**src/sv/tsavg_pkg.sv**
```systemverilog
package tsavg_pkg;

  // Sample and block accumulation
  localparam int SAMPLE_W = 12;
  localparam int BLOCK_LEN = 64;
  localparam int SUM_W = 24;
  localparam int FILL_W = $clog2(BLOCK_LEN) + 1;

  // Period accumulation
  localparam int PSUM_W = 32;
  localparam int COUNT_W = 20;
  localparam logic [COUNT_W-1:0] COUNT_MAX = {COUNT_W{1'b1}};

  // Result fields
  localparam int KIND_W = 2;
  localparam int AVG_W = 12;
  localparam int MV_W = 16;
  localparam int REF_W = 16;
  localparam int PROD_W = REF_W + AVG_W;
  localparam int FULL_SCALE_SH = 12;

  // Restoring divider for the period mean: one quotient bit per cycle
  localparam int DIV_STEPS = PSUM_W;
  localparam int DIV_CNT_W = $clog2(DIV_STEPS);

  // Configuration port
  localparam int PADDR_W = 3;
  localparam int PDATA_W = 32;
  localparam int REG_IDX_W = 1;
  localparam logic [REG_IDX_W-1:0] REG_REFERENCE_MV = 1'b0;
  localparam logic [REF_W-1:0] REFERENCE_MV_RESET = 16'd3300;

  // Request command codes
  localparam logic CMD_SAMPLE = 1'b0;
  localparam logic CMD_TICK = 1'b1;

  // Result kinds
  localparam logic [KIND_W-1:0] KIND_BLOCK = 2'd0;
  localparam logic [KIND_W-1:0] KIND_PERIOD = 2'd1;
  localparam logic [KIND_W-1:0] KIND_EMPTY = 2'd2;

  typedef struct packed {
    logic take_sample;
    logic take_tick;
    logic div_step;
    logic mul_load;
    logic load_out;
  } cmd_t;

  typedef struct packed {
    logic block_last;
    logic period_empty;
  } status_t;

endpackage

```
**src/sv/two_stage_adc_averager.sv**
```systemverilog
// A sample that does not close a block is taken while the controller stays idle.
// A block-closing sample takes the mean as a shift of the block sum, then the load.
// A period tick runs a 32-step restoring divider, a 16x12 multiply and the load; one with no
// blocks skips both. Requests stall until the result is loaded; one is in work at a time.
// Reset (rst, synchronous, active high) clears the block and period sums and counts, the
// saturation flag and result valid, and sets reference_mv to 3300.
module two_stage_adc_averager (
  input  logic                                 clk,
  input  logic                                 rst,
  // Configuration port
  input  logic                                 psel,
  input  logic                                 penable,
  input  logic                                 pwrite,
  input  logic [tsavg_pkg::PADDR_W-1:0]        paddr,
  input  logic [tsavg_pkg::PDATA_W-1:0]        pwdata,
  output logic [tsavg_pkg::PDATA_W-1:0]        prdata,
  output logic                                 pready,
  // Request channel
  input  logic                                 item_valid,
  output logic                                 item_stall,
  input  logic                                 command,
  input  logic [tsavg_pkg::SAMPLE_W-1:0]       sample,
  // Result channel
  output logic                                 result_valid,
  input  logic                                 result_stall,
  output logic [tsavg_pkg::KIND_W-1:0]         kind,
  output logic [tsavg_pkg::AVG_W-1:0]          average,
  output logic [tsavg_pkg::MV_W-1:0]           millivolts,
  output logic [tsavg_pkg::COUNT_W-1:0]        blocks_counted,
  output logic                                 saturated
);

  logic [tsavg_pkg::REF_W-1:0]     reference_mv;
  logic [tsavg_pkg::REG_IDX_W-1:0] reg_idx;
  logic                            reg_write;
  tsavg_pkg::cmd_t                 cmd;
  tsavg_pkg::status_t              status;

  assign pready = 1'b1;
  assign reg_idx = paddr[tsavg_pkg::PADDR_W-1:2];
  assign reg_write = psel && penable && pwrite && pready;

  // Write the reference register, ignore other addresses
  always_ff @(posedge clk) begin
    if (rst) begin
      reference_mv <= tsavg_pkg::REFERENCE_MV_RESET;
    end else if (reg_write && reg_idx == tsavg_pkg::REG_REFERENCE_MV) begin
      reference_mv <= pwdata[tsavg_pkg::REF_W-1:0];
    end
  end

  // Read back
  always_comb begin
    prdata = '0;
    if (reg_idx == tsavg_pkg::REG_REFERENCE_MV) begin
      prdata = tsavg_pkg::PDATA_W'(reference_mv);
    end
  end

  tsavg_ctrl u_ctrl (
    .clk          (clk),
    .rst          (rst),
    .item_valid   (item_valid),
    .item_stall   (item_stall),
    .command      (command),
    .result_valid (result_valid),
    .result_stall (result_stall),
    .status       (status),
    .cmd          (cmd)
  );

  tsavg_dp u_dp (
    .clk            (clk),
    .rst            (rst),
    .sample         (sample),
    .reference_mv   (reference_mv),
    .cmd            (cmd),
    .status         (status),
    .kind           (kind),
    .average        (average),
    .millivolts     (millivolts),
    .blocks_counted (blocks_counted),
    .saturated      (saturated)
  );

endmodule

```
**src/sv/tsavg_ctrl.sv**
```systemverilog
module tsavg_ctrl (
  input  logic                clk,
  input  logic                rst,
  input  logic                item_valid,
  output logic                item_stall,
  input  logic                command,
  output logic                result_valid,
  input  logic                result_stall,
  input  tsavg_pkg::status_t  status,
  output tsavg_pkg::cmd_t     cmd
);

  localparam logic [1:0] S_IDLE = 2'd0;
  localparam logic [1:0] S_DIV  = 2'd1;
  localparam logic [1:0] S_MUL  = 2'd2;
  localparam logic [1:0] S_EMIT = 2'd3;

  logic [1:0] state;
  logic [1:0] state_next;
  logic [tsavg_pkg::DIV_CNT_W-1:0] div_count;
  logic accept;
  logic slot_free;
  logic div_last;

  assign item_stall = (state != S_IDLE);
  assign accept = item_valid && !item_stall;
  assign slot_free = !result_valid || !result_stall;
  assign div_last = (div_count == tsavg_pkg::DIV_CNT_W'(tsavg_pkg::DIV_STEPS - 1));

  // Decode commands for the datapath
  always_comb begin
    cmd = '0;
    cmd.take_sample = accept && (command == tsavg_pkg::CMD_SAMPLE);
    cmd.take_tick = accept && (command == tsavg_pkg::CMD_TICK);
    cmd.div_step = (state == S_DIV);
    cmd.mul_load = (state == S_MUL);
    cmd.load_out = (state == S_EMIT) && slot_free;
  end

  // Sequence one request: divide, scale, emit, or emit at once
  always_comb begin
    state_next = state;
    case (state)
      S_IDLE: begin
        if (cmd.take_sample && status.block_last) begin
          state_next = S_EMIT;
        end else if (cmd.take_tick) begin
          state_next = status.period_empty ? S_EMIT : S_DIV;
        end
      end
      S_DIV: begin
        if (div_last) begin
          state_next = S_MUL;
        end
      end
      S_MUL: state_next = S_EMIT;
      S_EMIT: begin
        if (slot_free) begin
          state_next = S_IDLE;
        end
      end
      default: state_next = S_IDLE;
    endcase
  end

  always_ff @(posedge clk) begin
    if (rst) begin
      state <= S_IDLE;
      div_count <= '0;
      result_valid <= 1'b0;
    end else begin
      state <= state_next;
      // Count divider steps, restart on every request
      if (state == S_DIV) begin
        div_count <= div_last ? '0 : div_count + 1'b1;
      end else begin
        div_count <= '0;
      end
      // Hold the result until taken, reload when the slot frees
      if (cmd.load_out) begin
        result_valid <= 1'b1;
      end else if (result_valid && !result_stall) begin
        result_valid <= 1'b0;
      end
    end
  end

  a_no_overwrite: assert property (@(posedge clk) disable iff (rst)
    cmd.load_out |-> !(result_valid && result_stall))
    else $error("result overwritten while stalled");

  a_div_bounded: assert property (@(posedge clk) disable iff (rst)
    (state == S_DIV && div_last) |=> (state != S_DIV))
    else $error("divider ran past its step count");

  a_block_emits: assert property (@(posedge clk) disable iff (rst)
    (cmd.take_sample && status.block_last) |=> (state == S_EMIT))
    else $error("closed block did not go straight to emit");

  a_empty_tick: assert property (@(posedge clk) disable iff (rst)
    (cmd.take_tick && status.period_empty) |=> (state == S_EMIT))
    else $error("empty period did not go straight to emit");

endmodule

```
**src/sv/tsavg_dp.sv**
```systemverilog
module tsavg_dp (
  input  logic                                   clk,
  input  logic                                   rst,
  input  logic [tsavg_pkg::SAMPLE_W-1:0]         sample,
  input  logic [tsavg_pkg::REF_W-1:0]            reference_mv,
  input  tsavg_pkg::cmd_t                        cmd,
  output tsavg_pkg::status_t                     status,
  output logic [tsavg_pkg::KIND_W-1:0]           kind,
  output logic [tsavg_pkg::AVG_W-1:0]            average,
  output logic [tsavg_pkg::MV_W-1:0]             millivolts,
  output logic [tsavg_pkg::COUNT_W-1:0]          blocks_counted,
  output logic                                   saturated
);

  // Accumulation state
  logic [tsavg_pkg::SUM_W-1:0]   block_sum;
  logic [tsavg_pkg::FILL_W-1:0]  block_fill;
  logic [tsavg_pkg::PSUM_W-1:0]  period_sum;
  logic [tsavg_pkg::COUNT_W-1:0] period_blocks;
  logic                          period_saturated;

  // Divider, scaling and pending result
  logic [tsavg_pkg::PSUM_W-1:0]  div_quo;
  logic [tsavg_pkg::COUNT_W-1:0] div_rem;
  logic [tsavg_pkg::COUNT_W-1:0] div_den;
  logic [tsavg_pkg::PROD_W-1:0]  product;
  logic [tsavg_pkg::KIND_W-1:0]  res_kind;
  logic [tsavg_pkg::COUNT_W-1:0] rep_count;
  logic                          rep_sat;

  logic [tsavg_pkg::SUM_W-1:0]   sum_next;
  logic [tsavg_pkg::COUNT_W:0]   trial;
  logic                          fits;
  logic [tsavg_pkg::AVG_W-1:0]   quo_low;

  assign status.block_last =
    (block_fill == tsavg_pkg::FILL_W'(tsavg_pkg::BLOCK_LEN - 1));
  assign status.period_empty = (period_blocks == '0);

  assign sum_next = block_sum + tsavg_pkg::SUM_W'(sample);
  assign trial = {div_rem, div_quo[tsavg_pkg::PSUM_W-1]};
  assign fits = (trial >= {1'b0, div_den});
  assign quo_low = div_quo[tsavg_pkg::AVG_W-1:0];

  // Accumulate samples and block means into the period; a tick clears it
  always_ff @(posedge clk) begin
    if (rst) begin
      block_sum <= '0;
      block_fill <= '0;
      period_sum <= '0;
      period_blocks <= '0;
      period_saturated <= 1'b0;
    end else begin
      if (cmd.take_sample) begin
        if (status.block_last) begin
          block_sum <= '0;
          block_fill <= '0;
        end else begin
          block_sum <= sum_next;
          block_fill <= block_fill + 1'b1;
        end
      end
      if (cmd.take_tick) begin
        period_sum <= '0;
        period_blocks <= '0;
        period_saturated <= 1'b0;
      end
      // Fold the block mean in as it leaves, drop it once the count is full
      if (cmd.load_out && res_kind == tsavg_pkg::KIND_BLOCK) begin
        if (period_blocks != tsavg_pkg::COUNT_MAX) begin
          period_sum <= period_sum + tsavg_pkg::PSUM_W'(quo_low);
          period_blocks <= period_blocks + 1'b1;
        end else begin
          period_saturated <= 1'b1;
        end
      end
    end
  end

  // Take the block mean by shift, or load and step the divider, then scale
  always_ff @(posedge clk) begin
    if (cmd.take_sample && status.block_last) begin
      // BLOCK_LEN is a power of two, so this is a plain shift
      div_quo <= tsavg_pkg::PSUM_W'(sum_next / tsavg_pkg::BLOCK_LEN);
      res_kind <= tsavg_pkg::KIND_BLOCK;
    end else if (cmd.take_tick) begin
      div_quo <= period_sum;
      div_den <= period_blocks;
      div_rem <= '0;
      rep_count <= period_blocks;
      rep_sat <= period_saturated;
      res_kind <= status.period_empty ? tsavg_pkg::KIND_EMPTY : tsavg_pkg::KIND_PERIOD;
    end else if (cmd.div_step) begin
      div_quo <= {div_quo[tsavg_pkg::PSUM_W-2:0], fits};
      div_rem <= fits ? tsavg_pkg::COUNT_W'(trial - {1'b0, div_den})
                      : tsavg_pkg::COUNT_W'(trial);
    end
    if (cmd.mul_load) begin
      product <= tsavg_pkg::PROD_W'(reference_mv) * tsavg_pkg::PROD_W'(quo_low);
    end
  end

  // Present the finished result
  always_ff @(posedge clk) begin
    if (cmd.load_out) begin
      kind <= res_kind;
      case (res_kind)
        tsavg_pkg::KIND_BLOCK: begin
          average <= quo_low;
          millivolts <= '0;
          blocks_counted <= '0;
          saturated <= 1'b0;
        end
        tsavg_pkg::KIND_PERIOD: begin
          average <= quo_low;
          millivolts <= product[tsavg_pkg::PROD_W-1:tsavg_pkg::FULL_SCALE_SH];
          blocks_counted <= rep_count;
          saturated <= rep_sat;
        end
        default: begin
          average <= '0;
          millivolts <= '0;
          blocks_counted <= '0;
          saturated <= rep_sat;
        end
      endcase
    end
  end

endmodule

```
**config.mk**
```make
export PLATFORM = sky130hd
export DESIGN_NAME = two_stage_adc_averager
export DESIGN_NICKNAME = d
export VERILOG_FILES = /design/src/sv/tsavg_pkg.sv /design/src/sv/two_stage_adc_averager.sv /design/src/sv/tsavg_ctrl.sv /design/src/sv/tsavg_dp.sv
export SDC_FILE = /design/constraint.sdc
export NUM_CORES = 1
export LEC_CHECK = 0
export ABC_CLOCK_PERIOD_IN_PS = 8300
export BUFFER_PORTS_ARGS = -buffer_cell sky130_fd_sc_hd__buf_4
export CORE_MARGIN = 5
export CORE_UTILIZATION = 25
export CTS_BUF_LIST = sky130_fd_sc_hd__clkbuf_8 sky130_fd_sc_hd__clkbuf_16
export CTS_CLUSTER_DIAMETER = 150
export DETAILED_ROUTE_END_ITERATION = 8
export GPL_TIMING_DRIVEN = 0
export PLACE_DENSITY = 0.42
export SYNTH_ARGS = -nofsm -noshare
export SYNTH_HDL_FRONTEND = slang
export SYNTH_HIERARCHICAL = 1
export SYNTH_SLANG_ARGS = --single-unit
export TNS_END_PERCENT = 100
```
**constraint.sdc**
```tcl
create_clock -name clk -period 8.3 [get_ports clk]
set_input_delay 2.075 -clock clk [delete_from_list [all_inputs] [get_ports clk]]
set_output_delay 2.075 -clock clk [all_outputs]
set_load 0.005 [all_outputs]
```
; Word-level counts from Yosys, hierarchy flattened
; Index checks and enable logic that the tools add are counted.
[classes]
mul = 1
magnitude_cmp = 1
n_reduce_logical = 26
muxes = 26
bitwise = 4
eq_ne = 10
n_addsub = 6
[ops]
columns = operator, count
row1 = $mux W32, 5
row2 = $mux W20, 5
row3 = $add A32 B12 Y32, 1
row4 = $mul A16 B12 Y28, 1
row5 = $add A24 B12 Y24, 1
row6 = $mux W24, 1
row7 = $ge A21 B20 Y1, 1
row8 = $add A20 B1 Y20 const B, 1
row9 = $logic_not A20 Y1, 1
row10 = $ne A20 B20 Y1 const B, 1
row11 = $sub A20 B20 Y20, 1
row12 = $mux W18, 1
row13 = $mux W16, 1
row14 = $mux W2, 6
row15 = $logic_and A1 B1 Y1, 10
row16 = $pmux W2 S4, 1
row17 = $add A7 B1 Y7 const B, 1
row18 = $eq A7 B6 Y1 const B, 1
row19 = $mux W7, 1
row20 = $reduce_bool A2 Y1, 3
row21 = $add A5 B1 Y5 const B, 1
row22 = $eq A5 B5 Y1 const B, 1
row23 = $mux W1, 5
row24 = $eq A2 B1 Y1 const B, 2
row25 = 12 further kinds, 21
[word_totals]
word_cells = 95
output_inout_bits = 86
reg_bits = 262
input_bits = 55

; Longest topological paths before layout
[logic_depth]
word_depth = 7
depth_mapped = 22
depth_no_buf = 20

; Cells and area by module
; Netlist, hierarchy kept.
[by_module_without_submodules]
columns = mod, instances, cells_each, seq_area_each_um2, area_each_um2
row1 = tsavg_dp, 1, 1874, 5785.5, 17573.1
row2 = two_stage_adc_averager, 1, 106, 320.3, 957.2
row3 = tsavg_ctrl, 1, 48, 160.2, 450.4

; Worst setup path after synthesis
; No wires, ideal clock.
[synth_path]
kind = register -> register
start = register u_dp/div_quo[3] (netlist bit)
end = register u_dp/product[26] (netlist bit) (data pin)
path_buffers = 2
arrival_ns = 5.449
setup_time_ns = 0.262
setup_slack_ns = 2.589
synth_period_minus_slack_ns = 5.711
path_stages_with_launch = 23
required_time_ns = 8.038
path_cell_list = edfxtp_1 clkbuf_1 clkbuf_1 nand2_1 fa_1 inv_1 fa_1 inv_1 fa_1 inv_1 fa_1 inv_1 fa_1 inv_1 ha_1 a21o_1 a31o_2 a31oi_1 a211o_1 nor3_2 o41ai_2 o21bai_1 xor2_1
[synth_via]
elab_chain_cells = 1
[synth_rtl]
columns = item, line
row1 = start: declaration, tsavg_dp.sv:23  ; logic [tsavg_pkg::PSUM_W-1:0] div_quo;
row2 = start signal: assignment, tsavg_dp.sv:84  ; div_quo <= tsavg_pkg::PSUM_W'(sum_next / tsavg_pkg::BLOCK_LEN);
row3 = start signal: assignment, tsavg_dp.sv:87  ; div_quo <= period_sum;
row4 = start signal: assignment, tsavg_dp.sv:94  ; div_quo <= {div_quo[tsavg_pkg::PSUM_W-2:0], fits};
row5 = $mul A16 B12 Y28, tsavg_dp.sv:99  ; product <= tsavg_pkg::PROD_W'(reference_mv) * tsavg_pkg::PROD_W'(quo_low);
row6 = end signal: assignment, tsavg_dp.sv:99
row7 = end: declaration, tsavg_dp.sv:26  ; logic [tsavg_pkg::PROD_W-1:0] product;
; Every way passes these cells.
; A chain may end at the register's enable or synchronous reset.

; Final worst setup path
; Same ends and word-level chain as after synthesis.

==> results.md <==
* Status: complete, no violations
* Launch point of the worst reg-to-reg path: u_dp/div_quo[3]
* Hold path cells at 0
* Width of the die at 286 um
* CTS tree: yes
* Synth unique cells at 87
* FMAX at 139 MHz
* RSZ-0062 raised after global routing: no
* Seq cells post-synth at 250
* Slowest-stage cell, CP: a31oi_1
* # rows at 101
* Post-CTS resize count at 0
* Asr flop ratio synth at 0%
* FF-to-FF End: u_dp/product[26]
* Hold Worst Slack at 0.443 ns
* Core Region at 75600 sq um
* Top_reg_cell synth: edfxtp_1
* Total negative slack at 0 ns
* Worst-margin pin slew at 1.07 ns
* Max_slew headroom at 27.9%
* Die area at 81500 sq um
* Worst hold path type: reg -> reg
* Place WS at 1.17 ns
* Most frequent cells in the layout: inv_1 (225), nand2_1 (194), nor2_1 (166)
* Register area share after synthesis at 33.0%
* Clk sinks at 250
* Clock skew at 0.0316 ns
* Share of the clock period used by the worst path at 86.5%
* Post-CTS Setup Repair Bufs at 0
* Reg2reg setup slack at 1.12 ns
* Share of layout cells above drive strength 1 at 10.2%
* Crit path max fanout at 10
* Hold endpoint: u_dp/rep_sat
* Crit path launch type: register
* Endpoints failing hold at 0
* Final setup margin at 1.12 ns
* DP HPWL at 43900 um
* Area delta synth->final at 17.4%
* Placed Cells at 3128
* GR Overflow Total at 0
* Syn Area/Cell at 9.36 sq um
* Most common cell after layout, fill and taps aside: inv_1
* Syn. warnings at 6
* Drt pass-1 iters at 5
* Post-Syn Instances at 2028
* GRT Total Usage at 13.9%
* Clk pin slew, worst setup/hold paths at 0.06 ns
* Max stage delay on crit path at 0.63 ns
* Synth area leaders: edfxtp_1 (20%), fa_1 (15%), dfxtp_1 (13%), ha_1 (7.6%), inv_1 (4.4%)
* Number of port buffers at 105
* Area occupied by multi-input gates at 11400 sq um
* Vias per cell at 4.60
* Final Util at 29.5%
* H-tree depth at 2
* Initial antenna violation count at 0
* DRT Wirelength at 57500 um
* Final Non-Filler Cells at 3190
* Chip height at 286 um
* Leakage at 9.36 nW
* Iter 0 DRT Violations at 942
* Worst Path Arrival at 7.46 ns
* Largest net degree at the start of global routing at 54
* I/O Pins at 141
* WL per Instance at 18.0 um
* DRC at 0
* Post-layout min period at 7.18 ns
* Cell Chain, Critical Path: clkbuf_1, clkbuf_1, nand2_1, fa_1, inv_1, fa_1, inv_1, fa_1, inv_1, fa_1, inv_1, fa_1, inv_1, ha_1, a21o_1, a31o_2, a31oi_1, a211o_1, nor3_2, o41ai_2, o21bai_1, xor2_1
* Setup violators final at 0
* Maximum vdd drop at 0.000449 V
* Filler cells at 7977
* Via count at 14700
* FF/Latch Area at 6270 sq um
* Buf/Inv on CP at 7
* Post-route ant nets at 0
* Reg2reg path depth at 22
* Endpoint class of the critical path: register
* Number of flops mapped to enable cells by yosys at 126
* Max-Cap Viols at 0
* Area fraction of the dominant cell type after synthesis at 19.9%
* CP Class: reg -> reg
* Number of buffers created by CTS at 34
* Hold_buf cts at 0
* Power Density at 492 nW/um^2
* Hold path start: u_dp/period_saturated
* Buffer type at the clock tree root: clkbuf_16
* Initial core utilization at 25.1%
* Placer Congestion at 0.840
* Required @ worst endpoint at 8.58 ns
* Vias in the first global route at 15000
* Biggest area consumer among synthesized cells: edfxtp_1
* Deepest clock path buffer count at 3
* Max Slew Vio Count at 0
* First-pass GRT wire length at 89000 um
* Final nets at 2500
* Critical path's top delay family: adder cells
* Skew-Pair Late Insertion Delay at 0.56 ns
* Mapped Area at 19000 sq um
## synth_stat cells (all sizes together), types with 5 or more instances
cell type	count
nand3b	7
a211oi	37
mux2i	52
nand2b	29
nand4	25
ha	116
or3	9
buf	34
and3	25
dfxtp	124
a31oi	21
inv	222
a211o	6
xor2	32
xnor2	42
a2bb2oi	5
a311oi	5
and2	122
nor3	34
a22oi	6
a21oi	97
fa	142
a21o	19
o211ai	11
o31ai	5
o21ai	49
nand3	43
edfxtp	126
and2b	7
nor2	168
or2	5
clkbuf	74
nand2	195
nor2b	47
nor4	13
o21a	13
## worst max-delay path by stage
stage / startpoint / endpoint / depth (start not counted)
after global placement: u_dp/div_quo[5] / u_dp/product[26] / 20
after detailed placement: u_dp/div_quo[3] / u_dp/product[26] / 22
after CTS: u_dp/div_quo[5] / u_dp/product[26] / 20
after floorplan: u_dp/div_quo[3] / u_dp/product[26] / 22
after global routing: u_dp/div_quo[5] / u_dp/product[26] / 20
final: u_dp/div_quo[3] / u_dp/product[26] / 22
## where the power goes
group	total (mW)	switching [mW]	internal [mW]
Clock	1.54	0.608	0.935
Combinational	7.37	4.29	3.08
Sequential	2.06	0.166	1.89
## cell type report
cell class	instances	share of cell area, %
Tap cell	978	5.49
Clock buffer	40	4.19
Antenna cell	1	0.0112
Sequential cell	250	28.1
Buffer	108	2.28
Multi-Input combinational cell	1459	51.2
Clock inverter	20	1.08
Timing Repair Buffer	108	3.79
Inverter	226	3.81
## sequential cells by signal, summed over array words and instances, names as in the netlist, 2 cells and up
name	cells
u_dp/period_blocks	20
reference_mv	16
u_ctrl/state	2
u_dp/product	16
u_dp/block_sum	24
u_dp/blocks_counted	20
u_dp/rep_count	20
u_dp/div_quo	32
u_dp/block_fill	7
u_dp/div_rem	20
u_dp/period_sum	32
u_dp/millivolts	16
u_ctrl/div_count	5
u_dp/kind	2
u_dp/res_kind	2
u_dp/average	12
## logic make-up (layout without fill, tap and decap cells)
logic type,after synthesis,count (layout),synth area share (%)
AO/OA/AOI/OAI,313,313,11.3
adder cells (fa/ha/maj),258,258,22.6
flip-flops,250,250,33.0
other,2,18,0.0396
XOR/XNOR,74,74,3.41
AND/OR/NAND/NOR,744,744,19.7
buffers and inverters,334,502,7.15
multiplexers,53,53,2.80
## layer usage
layer  vias up  track usage (%)  wire length, um
met4         0             3.54             1270
met1      7101             20.4            28700
met3        69             2.69             3000
met5         -                0                0
met2       365             20.8            24500
li1       7134                -                -
## metrics by stage
| stage | instance area, sq um | power, mW |
|---|---|---|
| after floorplan | 19000 | 7.40 |
| final | 22300 | 11.0 |
| after global routing | 22300 | 12.2 |
| after detailed placement | 21100 | 9.47 |
| after CTS | 22300 | 11.1 |
| after global placement | 21000 | 9.41 |
Power figures use the tool's default switching activity.
